## config.mk

```make
export PLATFORM = sky130hd
export DESIGN_NAME = dma_buffer_pool_tracker
export DESIGN_NICKNAME = d
export VERILOG_FILES = /design/src/rtl/core/dbpt_pkg.sv /design/src/rtl/core/dbpt_front.sv /design/src/rtl/core/dbpt_queue.sv /design/src/rtl/core/dbpt_back.sv /design/src/rtl/core/dma_buffer_pool_tracker.sv
export SDC_FILE = /design/constraint.sdc
export NUM_CORES = 1
export LEC_CHECK = 0
export BUFFER_PORTS_ARGS = -buffer_cell sky130_fd_sc_hd__buf_2
export CAP_MARGIN = 25
export CELL_PAD_IN_SITES_DETAIL_PLACEMENT = 2
export CELL_PAD_IN_SITES_GLOBAL_PLACEMENT = 2
export CORE_ASPECT_RATIO = 1.2
export CORE_UTILIZATION = 38
export DETAILED_ROUTE_END_ITERATION = 6
export PLACE_DENSITY_LB_ADDON = 0.1
export SLEW_MARGIN = 25
export SYNTH_ARGS = -nofsm -noshare
export SYNTH_HDL_FRONTEND = slang
export SYNTH_SLANG_ARGS = --single-unit
```

## constraint.sdc

```tcl
create_clock -name clock -period 9.69 [get_ports clock]
set_clock_uncertainty 0.2 [all_clocks]
set_input_delay 0 -clock clock [delete_from_list [all_inputs] [get_ports clock]]
set_output_delay 0 -clock clock [all_outputs]
set_load 0.01 [all_outputs]
```

## src/rtl/core/dbpt_pkg.sv

```systemverilog
// ----------------------------------------------------------------------------
// dbpt_pkg
// Shared types, codes and sizes of the DMA buffer pool tracker.
// ----------------------------------------------------------------------------
package dbpt_pkg;

   localparam int MAX_BUFFERS = 16;
   localparam int IDX_W       = (MAX_BUFFERS > 1) ? $clog2(MAX_BUFFERS) : 1;
   localparam int POOL_W      = 9;   // holds any pool size up to 256
   localparam int QUEUE_DEPTH = 2;

   localparam logic [15:0] WAIT_LIMIT_MAX = 16'd30000;

   // request kinds
   localparam logic [2:0] KIND_RESERVE  = 3'd0;
   localparam logic [2:0] KIND_RELEASE  = 3'd1;
   localparam logic [2:0] KIND_START    = 3'd2;
   localparam logic [2:0] KIND_FINISH   = 3'd3;
   localparam logic [2:0] KIND_COMPLETE = 3'd4;

   // outcome codes
   localparam logic [3:0] OC_OK            = 4'd0;
   localparam logic [3:0] OC_NONE_FREE     = 4'd1;
   localparam logic [3:0] OC_BAD_INDEX     = 4'd2;
   localparam logic [3:0] OC_TOO_LONG      = 4'd3;
   localparam logic [3:0] OC_NOT_PERMITTED = 4'd4;
   localparam logic [3:0] OC_ALREADY       = 4'd5;
   localparam logic [3:0] OC_BAD_TIMEOUT   = 4'd6;
   localparam logic [3:0] OC_TIMED_OUT     = 4'd7;
   localparam logic [3:0] OC_XFER_ERROR    = 4'd8;

   // configuration register indexes
   localparam logic [1:0] CSR_POOL_BUFFERS = 2'd0;
   localparam logic [1:0] CSR_SLOT_BYTES   = 2'd1;
   localparam logic [1:0] CSR_POOL_BASE    = 2'd2;

   typedef enum logic [1:0] {
      PH_FREE     = 2'd0,
      PH_RESERVED = 2'd1,
      PH_RUNNING  = 2'd2,
      PH_DONE     = 2'd3
   } phase_type;

   typedef enum logic [2:0] {
      OP_RESERVE  = 3'd0,
      OP_RELEASE  = 3'd1,
      OP_START    = 3'd2,
      OP_FINISH   = 3'd3,
      OP_COMPLETE = 3'd4,
      OP_REJECT   = 3'd5
   } op_type;

   typedef struct packed {
      op_type     op;
      logic [7:0] index;
      logic [3:0] reject_oc;
      logic       engine_ok;
   } cmd_type;

   typedef struct packed {
      logic [POOL_W-1:0] pool_size;
      logic [24:0]       slot_bytes;
      logic [31:0]       base_address;
   } cfg_type;

endpackage

```

## src/rtl/core/dbpt_front.sv

```systemverilog
// ----------------------------------------------------------------------------
// dbpt_front
// Classifies a request: checks index, length and timeout, and turns it into
// a command for the back end, or a reject carrying its outcome.
// ----------------------------------------------------------------------------
module dbpt_front import dbpt_pkg::*; (
   input  cfg_type     cfg,
   input  logic [2:0]  kind,
   input  logic [7:0]  slot_index,
   input  logic [23:0] transfer_length,
   input  logic [15:0] wait_limit_ms,
   input  logic        engine_ok,
   output cmd_type     cmd
);

   logic index_ok;
   logic too_long;
   logic bad_wait;

   assign index_ok = {1'b0, slot_index} < cfg.pool_size;
   assign too_long = {1'b0, transfer_length} > cfg.slot_bytes;
   assign bad_wait = wait_limit_ms >= WAIT_LIMIT_MAX;

   always_comb begin
      cmd.index     = slot_index;
      cmd.engine_ok = engine_ok;
      cmd.reject_oc = OC_NOT_PERMITTED;
      cmd.op        = OP_REJECT;
      case (kind)
         KIND_RESERVE: begin
            cmd.op = OP_RESERVE;
         end
         KIND_RELEASE, KIND_START, KIND_FINISH, KIND_COMPLETE: begin
            if (!index_ok) begin
               cmd.reject_oc = OC_BAD_INDEX;
            end else if (kind == KIND_START && too_long) begin
               cmd.reject_oc = OC_TOO_LONG;
            end else if (kind == KIND_FINISH && bad_wait) begin
               cmd.reject_oc = OC_BAD_TIMEOUT;
            end else if (kind == KIND_RELEASE) begin
               cmd.op = OP_RELEASE;
            end else if (kind == KIND_START) begin
               cmd.op = OP_START;
            end else if (kind == KIND_FINISH) begin
               cmd.op = OP_FINISH;
            end else begin
               cmd.op = OP_COMPLETE;
            end
         end
         default: begin
            cmd.op = OP_REJECT;
         end
      endcase
   end

endmodule

```

## src/rtl/core/dbpt_queue.sv

```systemverilog
// ----------------------------------------------------------------------------
// dbpt_queue
// Two-entry command queue between the front and back ends.
// ----------------------------------------------------------------------------
module dbpt_queue import dbpt_pkg::*; (
   input  logic    clock,
   input  logic    reset,
   input  logic    push,
   input  cmd_type push_cmd,
   input  logic    pop,
   output logic    full,
   output logic    empty,
   output cmd_type head_cmd
);

   localparam int CNT_W = $clog2(QUEUE_DEPTH + 1);
   localparam int PTR_W = $clog2(QUEUE_DEPTH);

   cmd_type          entry_ff [QUEUE_DEPTH];
   logic [PTR_W-1:0] wr_ptr_ff, wr_ptr_in;
   logic [PTR_W-1:0] rd_ptr_ff, rd_ptr_in;
   logic [CNT_W-1:0] count_ff, count_in;

   assign full     = count_ff == CNT_W'(QUEUE_DEPTH);
   assign empty    = count_ff == '0;
   assign head_cmd = entry_ff[rd_ptr_ff];

   always_comb begin
      wr_ptr_in = wr_ptr_ff;
      rd_ptr_in = rd_ptr_ff;
      count_in  = count_ff;
      if (push) begin
         wr_ptr_in = (wr_ptr_ff == PTR_W'(QUEUE_DEPTH - 1)) ? '0 : wr_ptr_ff + 1'b1;
      end
      if (pop) begin
         rd_ptr_in = (rd_ptr_ff == PTR_W'(QUEUE_DEPTH - 1)) ? '0 : rd_ptr_ff + 1'b1;
      end
      if (push && !pop) begin
         count_in = count_ff + 1'b1;
      end else if (pop && !push) begin
         count_in = count_ff - 1'b1;
      end
   end

   always_ff @(posedge clock) begin
      if (reset) begin
         wr_ptr_ff <= '0;
         rd_ptr_ff <= '0;
         count_ff  <= '0;
      end else begin
         wr_ptr_ff <= wr_ptr_in;
         rd_ptr_ff <= rd_ptr_in;
         count_ff  <= count_in;
      end
   end

   always_ff @(posedge clock) begin
      if (push) begin
         entry_ff[wr_ptr_ff] <= push_cmd;
      end
   end

endmodule

```

## src/rtl/core/dbpt_back.sv

```systemverilog
// ----------------------------------------------------------------------------
// dbpt_back
// Buffer state table and command execution: lowest-free search, phase
// updates, then offset and address into the response register.
// ----------------------------------------------------------------------------
module dbpt_back import dbpt_pkg::*; (
   input  logic        clock,
   input  logic        reset,
   input  cfg_type     cfg,
   input  logic        q_empty,
   input  cmd_type     q_head,
   output logic        q_pop,
   output logic        rsp_valid,
   input  logic        rsp_stall,
   output logic [3:0]  rsp_outcome,
   output logic [7:0]  rsp_granted_index,
   output logic [31:0] rsp_byte_offset,
   output logic [31:0] rsp_bus_address
);

   typedef enum logic [1:0] {
      BK_EXEC = 2'b01,
      BK_LOAD = 2'b10
   } back_state_type;

   back_state_type   state_ff, state_in;
   phase_type        phase_ff [MAX_BUFFERS];
   phase_type        phase_in [MAX_BUFFERS];
   logic [MAX_BUFFERS-1:0] failed_ff, failed_in;

   logic [3:0]  oc_ff, oc_in;
   logic [7:0]  gidx_ff, gidx_in;
   logic        grant_ff, grant_in;

   logic        rsp_valid_ff, rsp_valid_in;
   logic [3:0]  outcome_ff;
   logic [7:0]  granted_ff;
   logic [31:0] offset_ff;
   logic [31:0] address_ff;

   logic [IDX_W-1:0] slot;
   logic [IDX_W-1:0] free_sel;
   logic             free_found;
   logic [32:0]      product;
   logic [31:0]      offset;
   logic             out_free;
   logic             load;

   assign slot = q_head.index[IDX_W-1:0];

   // lowest free buffer inside the pool
   always_comb begin
      free_sel   = '0;
      free_found = 1'b0;
      for (int i = MAX_BUFFERS - 1; i >= 0; i--) begin
         if (phase_ff[i] == PH_FREE && POOL_W'(i) < cfg.pool_size) begin
            free_sel   = IDX_W'(i);
            free_found = 1'b1;
         end
      end
   end

   assign q_pop = (state_ff == BK_EXEC) && !q_empty;

   always_comb begin
      phase_in  = phase_ff;
      failed_in = failed_ff;
      oc_in     = oc_ff;
      gidx_in   = gidx_ff;
      grant_in  = grant_ff;
      if (q_pop) begin
         oc_in    = OC_OK;
         gidx_in  = q_head.index;
         grant_in = 1'b0;
         case (q_head.op)
            OP_RESERVE: begin
               if (free_found) begin
                  phase_in[free_sel] = PH_RESERVED;
                  gidx_in            = 8'(free_sel);
                  grant_in           = 1'b1;
               end else begin
                  oc_in = OC_NONE_FREE;
               end
            end
            OP_RELEASE: begin
               if (phase_ff[slot] == PH_FREE) begin
                  oc_in = OC_NOT_PERMITTED;
               end else begin
                  phase_in[slot]  = PH_FREE;
                  failed_in[slot] = 1'b0;
               end
            end
            OP_START: begin
               if (phase_ff[slot] == PH_RESERVED) begin
                  phase_in[slot]  = PH_RUNNING;
                  failed_in[slot] = 1'b0;
               end else if (phase_ff[slot] == PH_RUNNING) begin
                  oc_in = OC_ALREADY;
               end else begin
                  oc_in = OC_NOT_PERMITTED;
               end
            end
            OP_FINISH: begin
               if (phase_ff[slot] == PH_RUNNING) begin
                  oc_in = OC_TIMED_OUT;
               end else if (phase_ff[slot] == PH_DONE) begin
                  oc_in = failed_ff[slot] ? OC_XFER_ERROR : OC_OK;
               end else begin
                  oc_in = OC_NOT_PERMITTED;
               end
            end
            OP_COMPLETE: begin
               phase_in[slot]  = PH_DONE;
               failed_in[slot] = !q_head.engine_ok;
               oc_in           = q_head.engine_ok ? OC_OK : OC_XFER_ERROR;
            end
            default: begin
               oc_in = q_head.reject_oc;
            end
         endcase
      end
   end

   assign product  = 33'(gidx_ff) * 33'(cfg.slot_bytes);
   assign offset   = grant_ff ? product[31:0] : 32'd0;
   assign out_free = !rsp_valid_ff || !rsp_stall;
   assign load     = (state_ff == BK_LOAD) && out_free;

   always_comb begin
      state_in     = state_ff;
      rsp_valid_in = rsp_valid_ff && rsp_stall;
      case (state_ff)
         BK_EXEC: begin
            if (q_pop) begin
               state_in = BK_LOAD;
            end
         end
         BK_LOAD: begin
            if (out_free) begin
               state_in     = BK_EXEC;
               rsp_valid_in = 1'b1;
            end
         end
         default: begin
            state_in = BK_EXEC;
         end
      endcase
   end

   always_ff @(posedge clock) begin
      if (reset) begin
         state_ff     <= BK_EXEC;
         rsp_valid_ff <= 1'b0;
         failed_ff    <= '0;
         for (int i = 0; i < MAX_BUFFERS; i++) begin
            phase_ff[i] <= PH_FREE;
         end
      end else begin
         state_ff     <= state_in;
         rsp_valid_ff <= rsp_valid_in;
         failed_ff    <= failed_in;
         phase_ff     <= phase_in;
      end
   end

   always_ff @(posedge clock) begin
      oc_ff    <= oc_in;
      gidx_ff  <= gidx_in;
      grant_ff <= grant_in;
      if (load) begin
         outcome_ff <= oc_ff;
         granted_ff <= gidx_ff;
         offset_ff  <= offset;
         address_ff <= grant_ff ? cfg.base_address + offset : 32'd0;
      end
   end

   assign rsp_valid         = rsp_valid_ff;
   assign rsp_outcome       = outcome_ff;
   assign rsp_granted_index = granted_ff;
   assign rsp_byte_offset   = offset_ff;
   assign rsp_bus_address   = address_ff;

endmodule

```

## src/rtl/core/dma_buffer_pool_tracker.sv

```systemverilog
// ----------------------------------------------------------------------------
// dma_buffer_pool_tracker
// Tracks phase and error mark of a pool of equal-sized DMA buffers.
// ----------------------------------------------------------------------------
// Usage:
//   req_* carries one request per transfer (reserve, release, start, finish
//   query, engine completion); rsp_* returns exactly one response per
//   request, in order. csr_* writes pool size, buffer size and pool base
//   address; write only while no request is outstanding.
//   The front end classifies a request in the cycle it is taken and pushes
//   it into a two-entry queue; req_stall is high while the queue is full.
//   The back end executes one command at a time in two states: EXEC for the
//   lowest-free search and state update, then LOAD for the offset multiply
//   and address add into the response register. It takes the next command
//   only after the response of the last one is loaded.
//   When rsp_stall is high the response holds; the back end finishes the
//   next command and waits, and the queue keeps taking requests until full.
//   Reset is synchronous: all buffers become free with no error mark, the
//   queue empties and the registers return to 16 buffers of 4096 bytes at
//   base address 0.
// ----------------------------------------------------------------------------
module dma_buffer_pool_tracker import dbpt_pkg::*; (
   input  logic        clock,
   input  logic        reset,
   input  logic        csr_write,
   input  logic [1:0]  csr_index,
   input  logic [31:0] csr_data,
   input  logic        req_valid,
   output logic        req_stall,
   input  logic [2:0]  req_kind,
   input  logic [7:0]  req_slot_index,
   input  logic [23:0] req_transfer_length,
   input  logic [15:0] req_wait_limit_ms,
   input  logic        req_engine_ok,
   output logic        rsp_valid,
   input  logic        rsp_stall,
   output logic [3:0]  rsp_outcome,
   output logic [7:0]  rsp_granted_index,
   output logic [31:0] rsp_byte_offset,
   output logic [31:0] rsp_bus_address
);

   logic [4:0]  pool_buffers_ff;
   logic [24:0] slot_bytes_ff;
   logic [31:0] pool_base_ff;

   cfg_type cfg;
   cmd_type front_cmd;
   cmd_type q_head;
   logic    q_full;
   logic    q_empty;
   logic    q_pop;
   logic    push;

   always_ff @(posedge clock) begin
      if (reset) begin
         pool_buffers_ff <= 5'd16;
         slot_bytes_ff   <= 25'd4096;
         pool_base_ff    <= 32'd0;
      end else if (csr_write) begin
         case (csr_index)
            CSR_POOL_BUFFERS: pool_buffers_ff <= csr_data[4:0];
            CSR_SLOT_BYTES:   slot_bytes_ff   <= csr_data[24:0];
            CSR_POOL_BASE:    pool_base_ff    <= csr_data;
            default: begin
            end
         endcase
      end
   end

   always_comb begin
      cfg.pool_size    = (POOL_W'(pool_buffers_ff) > POOL_W'(MAX_BUFFERS)) ?
                         POOL_W'(MAX_BUFFERS) : POOL_W'(pool_buffers_ff);
      cfg.slot_bytes   = slot_bytes_ff;
      cfg.base_address = pool_base_ff;
   end

   assign req_stall = q_full;
   assign push      = req_valid && !q_full;

   dbpt_front u_front (
      .cfg             (cfg),
      .kind            (req_kind),
      .slot_index      (req_slot_index),
      .transfer_length (req_transfer_length),
      .wait_limit_ms   (req_wait_limit_ms),
      .engine_ok       (req_engine_ok),
      .cmd             (front_cmd)
   );

   dbpt_queue u_queue (
      .clock    (clock),
      .reset    (reset),
      .push     (push),
      .push_cmd (front_cmd),
      .pop      (q_pop),
      .full     (q_full),
      .empty    (q_empty),
      .head_cmd (q_head)
   );

   dbpt_back u_back (
      .clock             (clock),
      .reset             (reset),
      .cfg               (cfg),
      .q_empty           (q_empty),
      .q_head            (q_head),
      .q_pop             (q_pop),
      .rsp_valid         (rsp_valid),
      .rsp_stall         (rsp_stall),
      .rsp_outcome       (rsp_outcome),
      .rsp_granted_index (rsp_granted_index),
      .rsp_byte_offset   (rsp_byte_offset),
      .rsp_bus_address   (rsp_bus_address)
   );

endmodule

```

# Word-level counts from Yosys, hierarchy flattened

Memory sizes are Yosys's and may differ from the RTL's. A register that Yosys moved wholly into a read port is not among the register bits.
Cells that the tools add are included.

Bitwise logic cells: 13
Equality and inequality tests: 21
Reduce and logical (&&, ||, !) cells: 66
Multiplexer cells: 89
$add $sub $neg: 5
$mul: 1
Magnitude comparators: 26

Operators with widths:

| cell                                                      | count |
|---|---|
| two-way mux 32 bit                                        | 4 |
| one-hot mux 32 bit (4 select lines)                       | 1 |
| two-way mux 4 bit                                         | 24 |
| bitwise AND 16 bit                                        | 3 |
| NOT 16 bit                                                | 3 |
| one-hot mux 16 bit (3 select lines)                       | 1 |
| less-than comparator 4 x 5 -> 1 bit, first input constant | 8 |
| zero test 2 bit                                           | 19 |
| adder 32 bit                                              | 1 |
| bitwise AND 32 bit                                        | 1 |
| multiplier 8 x 25 -> 32 bit                               | 1 |
| two-way mux 16 bit                                        | 2 |
| NOT 32 bit                                                | 1 |
| bitwise OR 16 bit                                         | 2 |
| bitwise OR 32 bit                                         | 1 |
| two-way mux 1 bit                                         | 29 |
| logical AND 1 bit                                         | 27 |
| > comparator 24 x 25 -> 1 bit                             | 1 |
| two-way mux 3 bit                                         | 7 |
| less-than comparator 3 x 5 -> 1 bit, first input constant | 4 |
| one-hot mux 4 bit (5 select lines)                        | 1 |
| two-way mux 2 bit                                         | 9 |
| bitwise mux 16 bit                                        | 1 |
| demux 2 bit (select 4 bit)                                | 2 |
| other kinds (37)                                          | 68 |

Flip-flop bits (word level): 206
Input bits: 91
Word-level logic and storage cells: 254
Memories: 1
Memory bits (writable): 32

Memories:

| memory           | words | width | rd ports | clocked after Yosys merged registers in | wr ports | RTL line         | source |
|---|---|---|---|---|---|---|---|
| u_queue.entry_ff | 2     | 16    | 1        | 1                                       | 1        | dbpt_queue.sv:19 | `cmd_type entry_ff [QUEUE_DEPTH];` |

# Logic depth before layout (Yosys ltp)

Gate-level depths: netlist of the first run.

Depth after elaboration: 29
Depth in mapped cells: 30
Mapped depth without buffers: 29

# Cells and area by module

From an unflattened synthesis of the first run, not the netlist that was laid out.

Cell total of the unflattened synthesis: 2,016
Area total of the unflattened synthesis: 19,219.7 um^2

By module, submodules not included:

| module                  | cells an instance | sequential area each (um^2) | area each (um^2) | instances |
|---|---|---|---|---|
| dbpt_back               | 1,548             | 3,693.5                     | 14,162.3         | 1 |
| dma_buffer_pool_tracker | 250               | 1,241.2                     | 2,622.5          | 1 |
| dbpt_queue              | 72                | 1,061.0                     | 1,361.3          | 1 |
| dbpt_front              | 146               | 0.0                         | 1,073.5          | 1 |

# Worst setup path before layout of the first run

OpenSTA, ideal clock, no wires.

Path kind: reg-to-reg
From: reg u_back.gidx_ff[7]
To: reg u_back.address_ff[31] (netlist: u_back.rsp_bus_address[31]) (data pin)
Period minus slack after synthesis: 7.359 ns
Stages on the path, launching flop included: 29
Data arrival time: 6.899 ns
Path slack: 2.331 ns
Path through: edfxtp_1 > clkbuf_1 > nand2_1 > fa_1 > fa_1 > inv_1 > fa_1 > inv_1 > fa_1 > inv_1 > ha_1 > or3_1 > a211oi_1 > o21bai_1 > a21oi_1 > o211ai_1 > a21oi_1 > xor2_1 > nor2_1 > ha_1 > a21oi_1 > o21ai_0 > a21oi_1 > o21bai_1 > or3_4 > a221o_1 > a221oi_2 > xnor2_1 > mux2_4

Word-level cells in the longest chain between the ends: 3

Ends and longest elaborated chain:

| element                     | RTL line         | source |
|---|---|---|
| start: declaration          | dbpt_back.sv:32  | `logic [7:0] gidx_ff, gidx_in;` |
| start signal: assignment    | dbpt_back.sv:168 | `gidx_ff <= gidx_in;` |
| multiplier 8 x 25 -> 32 bit | dbpt_back.sv:124 | `assign product = 33'(gidx_ff) * 33'(cfg.slot_bytes);` |
| two-way mux 32 bit          | dbpt_back.sv:125 | `assign offset = grant_ff ? product[31:0] : 32'd0;` |
| named net u_back.offset[16] | dbpt_back.sv:45  | `logic [31:0] offset;` |
| adder 32 bit                | dbpt_back.sv:174 | `address_ff <= grant_ff ? cfg.base_address + offset : 32'd0;` |
| end signal: assignment      | dbpt_back.sv:174 |  |
| end: declaration            | dbpt_back.sv:39  | `logic [31:0] address_ff;` |

The timed path passes the listed nets, and every way through them passes these cells.
A chain may end at the register's enable or synchronous reset.

# Worst setup path after layout of the first run

From: reg u_back.gidx_ff[6]
To: reg u_back.address_ff[31] (netlist: u_back.rsp_bus_address[31]) (data pin)

Same word-level chain as after synthesis.

==> results of run 1 <==
[placed cells by master, fill, tap and decap left out, types with 9 or more instances in the layout]
master / Yosys / routed
nand2b_1: 15 / 15
a211oi_1: 14 / 14
dfxtp_1: 118 / 118
edfxtp_1: 119 / 119
nand4_1: 10 / 10
o21ai_0: 65 / 65
dlygate4sd3_1: 0 / 92
buf_2: 15 / 163
fa_1: 138 / 138
xnor2_1: 25 / 25
a221oi_1: 9 / 9
a31oi_1: 10 / 10
and2_1: 160 / 160
nand2_1: 282 / 282
a21oi_1: 162 / 161
nand3_1: 31 / 31
nor2b_1: 15 / 15
o211ai_1: 24 / 24
a21o_1: 36 / 36
ha_1: 111 / 111
buf_4: 3 / 24
clkbuf_16: 0 / 28
o21a_1: 23 / 23
mux2i_1: 18 / 18
o21bai_1: 16 / 16
and3_1: 15 / 15
inv_1: 217 / 217
nor3_1: 24 / 24
nor2_1: 144 / 144
xor2_1: 29 / 29
[stage by stage]
step / utilization [%] / cell area, um2 / worst slack [ps] / power [mW]
floorplan: - / 18600 / 2330 / 2.36
global placement: 41.6 / 20100 / 1230 / 2.89
detailed placement: 41.6 / 20100 / 1040 / 2.96
CTS: 45.4 / 21900 / 1040 / 4.07
global route: 45.5 / 21900 / 606 / 4.28
finish: 45.5 / 21900 / 1030 / 4.03
[sequential cells by signal (all words and copies together), names as in the netlist, named ones only]
| name | flops |
|---|---|
| pool_base_ff | 32 |
| u_back.phase_ff | 32 |
| u_back.rsp_bus_address | 32 |
| u_back.rsp_byte_offset | 32 |
| u_queue.entry_ff | 30 |
| slot_bytes_ff | 25 |
| u_back.failed_ff | 16 |
| u_back.gidx_ff | 8 |
| u_back.rsp_granted_index | 8 |
| pool_buffers_ff | 5 |
| u_back.oc_ff | 4 |
| u_back.rsp_outcome | 4 |
| u_back.state_ff | 2 |
| u_queue.count_ff | 2 |
| u_back.grant_ff | 1 |
| u_back.rsp_valid | 1 |
| u_queue.rd_ptr_ff | 1 |
| u_queue.wr_ptr_ff | 1 |
[routing by layer]
metal  track usage [%]  share of wire [%]  vias up
met5                 0                  0        -
met3              2.29                2.0      147
met4              13.2                5.1        0
met1              28.1                 36     8219
li1                  -                  -     7397
met2              54.6                 57      254
[power breakdown]
part	internal (mW)	total [mW]	switching (mW)	leakage, nW
clock	0.611	1.07	0.461	0.443
sequential	1.20	1.38	0.176	2.06
combinational	0.549	1.58	1.03	6.86
total	2.36	4.03	1.67	9.36
[cells by family (layout without fill, tap and decap cells)]
| group | after synthesis | in the layout | synth area share [%] |
|---|---|---|---|
| muxes | 39 | 39 | 3.19 |
| adders and majority gates | 249 | 249 | 22.3 |
| buffers and inverters | 302 | 552 | 6.30 |
| DFF | 237 | 237 | 31.9 |
| xor gates and xnor gates | 54 | 54 | 2.54 |
| and+or+nand+nor | 730 | 730 | 18.6 |
| AOI/OAI and AO/OA | 435 | 435 | 15.2 |
[worst max-delay path, stage by stage (launching register included)]
cell and delay (ps):
edfxtp_1 1020, and2_1 290, fa_1 470, fa_1 530, fa_1 560, inv_1 60, fa_1 530, inv_1 40
ha_1 410, and4_1 270, or3b_1 350, o21ai_1 470, a31oi_1 220, o21bai_1 180, a21oi_1 100, xor2_1 150
nor2_1 200, ha_1 320, nand2_1 130, nor2_1 100, nand2_1 110, a211oi_1 90, or3_4 430, a221o_1 400
a221oi_2 300, xnor2_1 170, mux2_4 320
[how the worst min path moves through the flow]
stage | endpoint | slack (ps) | start | cells after the start
6_report | slot_bytes_ff[11]$_SDFFE_PP0P_ | 40 | csr_data[11] | 4
3_5_place_dp | u_queue.entry_ff[0][0]$_DFFE_PP_ | 0.5 | req_engine_ok | 1
5_1_grt | slot_bytes_ff[11]$_SDFFE_PP0P_ | 50 | csr_data[11] | 4
3_3_place_gp | u_queue.entry_ff[0][12]$_DFFE_PP_ | 4 | req_slot_index[7] | 1
2_1_floorplan | u_queue.entry_ff[0][0]$_DFFE_PP_ | -100 | req_engine_ok | 0
4_1_cts | u_queue.entry_ff[0][2]$_DFFE_PP_ | 6 | req_wait_limit_ms[14] | 5
[final cells by class]
| type | instances | area, um2 | share of cell area (%) |
|---|---|---|---|
| Sequential cell | 237 | 5940 | 27.0 |
| Multi-Input combinational cell | 1507 | 11500 | 52.6 |
| Clock inverter | 16 | 161 | 0.735 |
| Inverter | 218 | 818 | 3.73 |
| Tap cell | 630 | 788 | 3.59 |
| Timing Repair Buffer | 282 | 1950 | 8.89 |
| Clock buffer | 36 | 761 | 3.47 |
==> results.md, run 1 <==
- Status: complete, no violations
- # IOs: 169
- CP endpoint: u_back.rsp_bus_address[31]$_SDFFCE_PN0P_
- Nature of the critical path endpoint: flip-flop
- Starting Density: 38.6%
- Synth Cell Area: 18600 um2
- Vias: 16000
- Critical path class: reg2reg
- Synth-to-layout area growth: 17.9%
- Congestion Overflow GR: 0
- Hold Fails Final Rpt: 0
- Worst Setup SP: u_back.gidx_ff[6]$_DFFE_PP_
- Period utilization: 89.4%
- Worst reg2reg startpoint: u_back.gidx_ff[6]$_DFFE_PP_
- Clock sinks: 237
- Synth top area cells: edfxtp_1 19%, fa_1 15%, dfxtp_1 13%, ha_1 7.5%, nand2_1 5.7%
- CP Max Fanout: 26
- Leakage: 9.36 nW
- R2R setup slack: 1030 ps
- WL final: 66.6 mm
- Mapped Nets: 2386
- PortBufs: 164
- Total track usage: 27.4%
- Hold Worst Slack: 44.0 ps
- Seq/Total Area, Yosys: 31.9%
- Max Slew Vio Count: 0
- N_diodes: 0
- TritonCTS clock tree: built
- Worst-Skew Late Latency: 590 ps
- Hold crit path type: in2reg
- Slew headroom: 31.6%
- Fmax: 115 MHz
- Register bit total from synthesis: 237
- Post-route ant nets: 0
- Peak VDD IR: 0.000150 V
- Top-count cell post-synth: nand2_1
- Reg2Reg Depth: 26
- CTS Hold Bufs: 92
- Horiz. Die Dim: 204 um
- Num CTS Buffers: 28
- Pin count of the biggest net entering global routing: 73
- Arr. time, crit path: 8810 ps
- Post-synthesis cell count: 2046
- Number of synthesized flops with an enable pin: 119
- Setup TNS: 0 ps
- Critical path launch point type: flip-flop
- Mapped Avg Cell Area: 9.10 um2
- Htree depth: 1
- Vias/cell: 5.47
- Vias in the first global route: 18700
- Synth cell count leaders: 282 x nand2_1, 217 x inv_1, 162 x a21oi_1
- Post-synth top area share: 19.2%
- Placed instance count: 2780
- Data required time of the critical path: 9840 ps
- Wire length per cell: 22.7 um
- Die Y: 244 um
- Net count, final: 2614
- Die area: 49900 um2
- Max-Cap Viols: 0
- Fraction of registers with async set/reset: 0%
- Setup violations, final: 0
- Core ar.: 48200 um2
- # rows: 88
- Synth Flop Type: edfxtp_1
- CTS resizes: 0
- Clock-pin slew on the worst setup and hold paths: 60 ps
- Layout cells sized above 1: 11.5%
- Initial antenna violation count: 1
- Area leader, netlist: edfxtp_1
- FF-to-FF End: u_back.rsp_bus_address[31]$_SDFFCE_PN0P_
- Final Non-Filler Cells: 2926
- Gpl congestion: 0.867
- RSZ-0062 raised after global routing: no
- Fillers: 5253
- First-pass GRT wire length: 105 mm
- Synth warn: 0
- Number of DRC markers in iteration 0: 482
- P per Cell Area: 184 nW/um2
- Post-route minimum period: 8670 ps
- Final HPWL DP: 50.0 mm
- CTS Buffer Depth: 3
- Worst-Margin Slew: 1030 ps
- Root Driver: clkbuf_16
- Setup bufs post-CTS: 0
- Distinct cell type count of the synthesized netlist: 89
- Pre-antenna DRT Iters: 7
- Remaining DRCs: 0
No activity file was read; power rests on OpenSTA's default activity.
==> run 2, diff against run 1 <==
--- a/config.mk
+++ b/config.mk
@@ -10,10 +10,12 @@
 export CELL_PAD_IN_SITES_DETAIL_PLACEMENT = 2
 export CELL_PAD_IN_SITES_GLOBAL_PLACEMENT = 2
 export CORE_ASPECT_RATIO = 1.2
-export CORE_UTILIZATION = 38
+export CORE_UTILIZATION = 39
 export DETAILED_ROUTE_END_ITERATION = 6
+export MAX_ROUTING_LAYER = met4
 export PLACE_DENSITY_LB_ADDON = 0.1
 export SLEW_MARGIN = 25
 export SYNTH_ARGS = -nofsm -noshare
 export SYNTH_HDL_FRONTEND = slang
+export SYNTH_HIERARCHICAL = 1
 export SYNTH_SLANG_ARGS = --single-unit
==> results.md, run 2 <==
- Status: complete, no violations (unchanged)
- Critical path class: reg2reg (unchanged)
- Nature of the critical path endpoint: flip-flop (unchanged)
- Most common cell after layout, fill and taps aside: inv_1 (was nand2_1)
- Place WS: 1110 ps (was 1040 ps)
- CP endpoint: u_back/rsp_bus_address[29]$_SDFFCE_PN0P_ (was u_back.rsp_bus_address[31]$_SDFFCE_PN0P_)
- Worst reg2reg startpoint: u_back/gidx_ff[2]$_DFFE_PP_ (was u_back.gidx_ff[6]$_DFFE_PP_)
- Layout cells sized above 1: 13.1% (was 11.5%)
- Hold crit path type: in2reg (unchanged)
- Number of DRC markers in iteration 0: 461 (was 482)
- Distinct cell type count of the synthesized netlist: 90 (was 89)
- Post-synth top area share: 18.9% (was 19.2%)
- Area leader, netlist: edfxtp_1 (unchanged)
- CTS resizes: 0 (unchanged)
- Hold Worst Slack: 20.8 ps (was 44.0 ps)
- Register bit total from synthesis: 239 (was 237)
- Remaining DRCs: 0 (unchanged)
- Net count, final: 2558 (was 2614)
- Multi-input gate area: 12000 um2 (was 11500 um2)
- RSZ-0062 raised after global routing: no (unchanged)
- Placed instance count: 2747 (was 2780)
- CP Max Fanout: 16 (was 26)
- Clock sinks: 239 (was 237)
- Worst Setup SP: u_back/gidx_ff[2]$_DFFE_PP_ (was u_back.gidx_ff[6]$_DFFE_PP_)
- Fillers: 5218 (was 5253)
- Worst setup margin: 1200 ps (was 1030 ps)
- Arr. time, crit path: 8610 ps (was 8810 ps)
- Max-Cap Viols: 0 (unchanged)
- Worst-Skew Late Latency: 570 ps (was 590 ps)
- Vias/cell: 5.54 (was 5.47)
- Seq/Total Area, Yosys: 31.2% (was 31.9%)
- P per Cell Area: 191 nW/um2 (was 184 nW/um2)
- Synth-to-layout area growth: 15.8% (was 17.9%)
- Period utilization: 87.6% (was 89.4%)
- Pre-antenna DRT Iters: 5 (was 7)
- Critical path launch point type: flip-flop (unchanged)
- Starting Density: 39.8% (was 38.6%)
- Congestion Overflow GR: 0 (unchanged)
- # rows: 88 (unchanged)
- Gpl congestion: 0.858 (was 0.867)
- Vias in the first global route: 18200 (was 18700)
- Fmax: 118 MHz (was 115 MHz)
- Max Slew Vio Count: 0 (unchanged)
- Setup violations, final: 0 (unchanged)
- FF-to-FF End: u_back/rsp_bus_address[29]$_SDFFCE_PN0P_ (was u_back.rsp_bus_address[31]$_SDFFCE_PN0P_)
- Total track usage: 27.7% (was 27.4%)
- Post-route minimum period: 8490 ps (was 8670 ps)
- Synth cell count leaders: 213 x inv_1, 151 x nor2_1, 148 x nand2_1 (was 282 x nand2_1, 217 x inv_1, 162 x a21oi_1)
- Die Y: 245 um (was 244 um)
- # IOs: 169 (unchanged)
- Top-count cell post-synth: inv_1 (was nand2_1)
- Die area: 50200 um2 (was 49900 um2)
- TritonCTS clock tree: built (unchanged)
- Slew headroom: 35.5% (was 31.6%)
- Worst hold start: req_slot_index[4] (was csr_data[11])
- Final Non-Filler Cells: 2866 (was 2926)
- Fraction of registers with async set/reset: 0% (unchanged)
- Hold Fails Final Rpt: 0 (unchanged)
- Mapped Avg Cell Area: 9.53 um2 (was 9.10 um2)
- Sequential Area: 6000 um2 (was 5940 um2)
- Final HPWL DP: 50.7 mm (was 50.0 mm)
- Synth Flop Type: edfxtp_1 (unchanged)
- Root Driver: clkbuf_16 (unchanged)
- N_diodes: 0 (unchanged)
- Post-Layout Inst Area: 22200 um2 (was 21900 um2)
- Worst-Margin Slew: 962 ps (was 1030 ps)
- Pin count of the biggest net entering global routing: 76 (was 73)
- Placed cell area: 20600 um2 (was 20100 um2)
- Most frequent cells in the layout: 212 x inv_1, 163 x buf_2, 151 x nor2_1 (was 282 x nand2_1, 217 x inv_1, 163 x buf_2)
- PortBufs: 164 (unchanged)
- First-pass GRT wire length: 103 mm (was 105 mm)
- Hold Crit Depth: 2 (was 4)
- Leakage: 9.54 nW (was 9.36 nW)
- Peak VDD IR: 0.000162 V (was 0.000150 V)
- Setup TNS: 0 ps (unchanged)
- WL final: 67.2 mm (was 66.6 mm)
- Reg2Reg Depth: 27 (was 26)
- Htree depth: 1 (unchanged)
- Post-route ant nets: 0 (unchanged)
- Horiz. Die Dim: 205 um (was 204 um)
- Synth Cell Area: 19200 um2 (was 18600 um2)
- CTS Buffer Depth: 3 (unchanged)
- Number of synthesized flops with an enable pin: 121 (was 119)
- Num CTS Buffers: 27 (was 28)
- Vias: 15900 (was 16000)
- Data required time of the critical path: 9810 ps (was 9840 ps)
- Setup bufs post-CTS: 0 (unchanged)
- Post-synthesis cell count: 2016 (was 2046)
- Initial antenna violation count: 1 (unchanged)
- Core ar.: 48300 um2 (was 48200 um2)
- Synth top area cells: edfxtp_1 19%, fa_1 14%, dfxtp_1 12%, ha_1 7.4%, and2_1 4.6% (was edfxtp_1 19%, fa_1 15%, dfxtp_1 13%, ha_1 7.5%, nand2_1 5.7%)
- Wire length per cell: 23.5 um (was 22.7 um)
- R2R setup slack: 1200 ps (was 1030 ps)
- Clock-pin slew on the worst setup and hold paths: 60 ps (about the same)
- Synth warn: 6 (was 0)
## run 2: changes by cell type after synthesis, moves of 10 or more
cell	delta
a211oi_1	+25
a21oi_1	-71
and2_1	-19
nand2_1	-134
o22ai_1	+18
nand2b_1	+92
mux2i_1	+46
mux2_2	+13
o21a_1	-10
o211ai_1	-14
buf_4	+14
## run 2: report_power, final
part           switching, mW  internal (mW)  total (mW)
Combinational           1.14          0.601        1.74
Clock                  0.450          0.680        1.13
Sequential             0.149           1.22        1.37
Total                   1.74           2.50        4.24
## run 2: what timing repair did
action                                  4_1_cts  5_1_grt
hold buffers                                 69        0
endpoints found under the hold margin       125        0
endpoints found under the setup margin        0        0
## run 2: cells by family after synthesis
family	after synthesis	synth area share (%)
simple gates	698	19.2
compound gates	373	12.8
buf+inv	302	6.37
fa+ha+maj	252	21.8
flops	239	31.2
mux	97	6.16
xor+xnor	53	2.42
other cells	2	0.0391
## run 2: area by class of cell
| type | count | share of cell area (%) |
|---|---|---|
| multi-input combinational | 1482 | 54.2 |
| clock inverter | 10 | 0.905 |
| timing repair buffer | 252 | 7.45 |
| sequential | 239 | 26.9 |
| inverter | 213 | 3.59 |
| tap | 630 | 3.54 |
| clock buffer | 40 | 3.41 |
## run 2: worst min-delay path by stage
stage	end	slack (ps)
2_1_floorplan	u_queue/count_ff[1]$_SDFFE_PP0P_	-130
3_3_place_gp	u_queue/entry_ff[0][0]$_DFFE_PP_	-5
3_5_place_dp	u_queue/entry_ff[0][0]$_DFFE_PP_	1
4_1_cts	u_queue/entry_ff[0][6]$_DFFE_PP_	2
5_1_grt	u_queue/entry_ff[1][9]$_DFFE_PP_	20
6_report	u_queue/entry_ff[0][9]$_DFFE_PP_	20
## run 2: critical path, stage by stage, from the launching register on
cell and delay (ps):
edfxtp_1 700, buf_4 320, and2_1 180, fa_1 410
fa_1 510, fa_1 500, inv_1 60, fa_1 530
inv_1 40, ha_1 210, nor3_1 450, o21ai_0 290
a311oi_1 570, a21boi_0 270, o21ai_0 210, nand2b_1 100
xnor2_1 180, nor2_1 110, ha_1 440, and4_1 250
and3_1 180, and3_1 200, nand3_1 80, nor3_1 330
o21ai_0 240, a31oi_1 390, mux2i_1 230, nand2_1 70
## run 2: metrics by stage
stage / power [mW] / utilization [%]
2_1_floorplan: 2.48 / -
3_3_place_gp: 3.03 / 42.6
3_5_place_dp: 3.11 / 42.6
4_1_cts: 4.28 / 46.0
5_1_grt: 4.48 / 46.0
6_report: 4.24 / 46.0
## run 2: layer usage
| layer | wire, um | track usage, % |
|---|---|---|
| met1 | 24500 | 27.4 |
| met2 | 38200 | 53.9 |
| met3 | 1700 | 2.99 |
| met4 | 2820 | 11.4 |
| met5 | 0 | - |
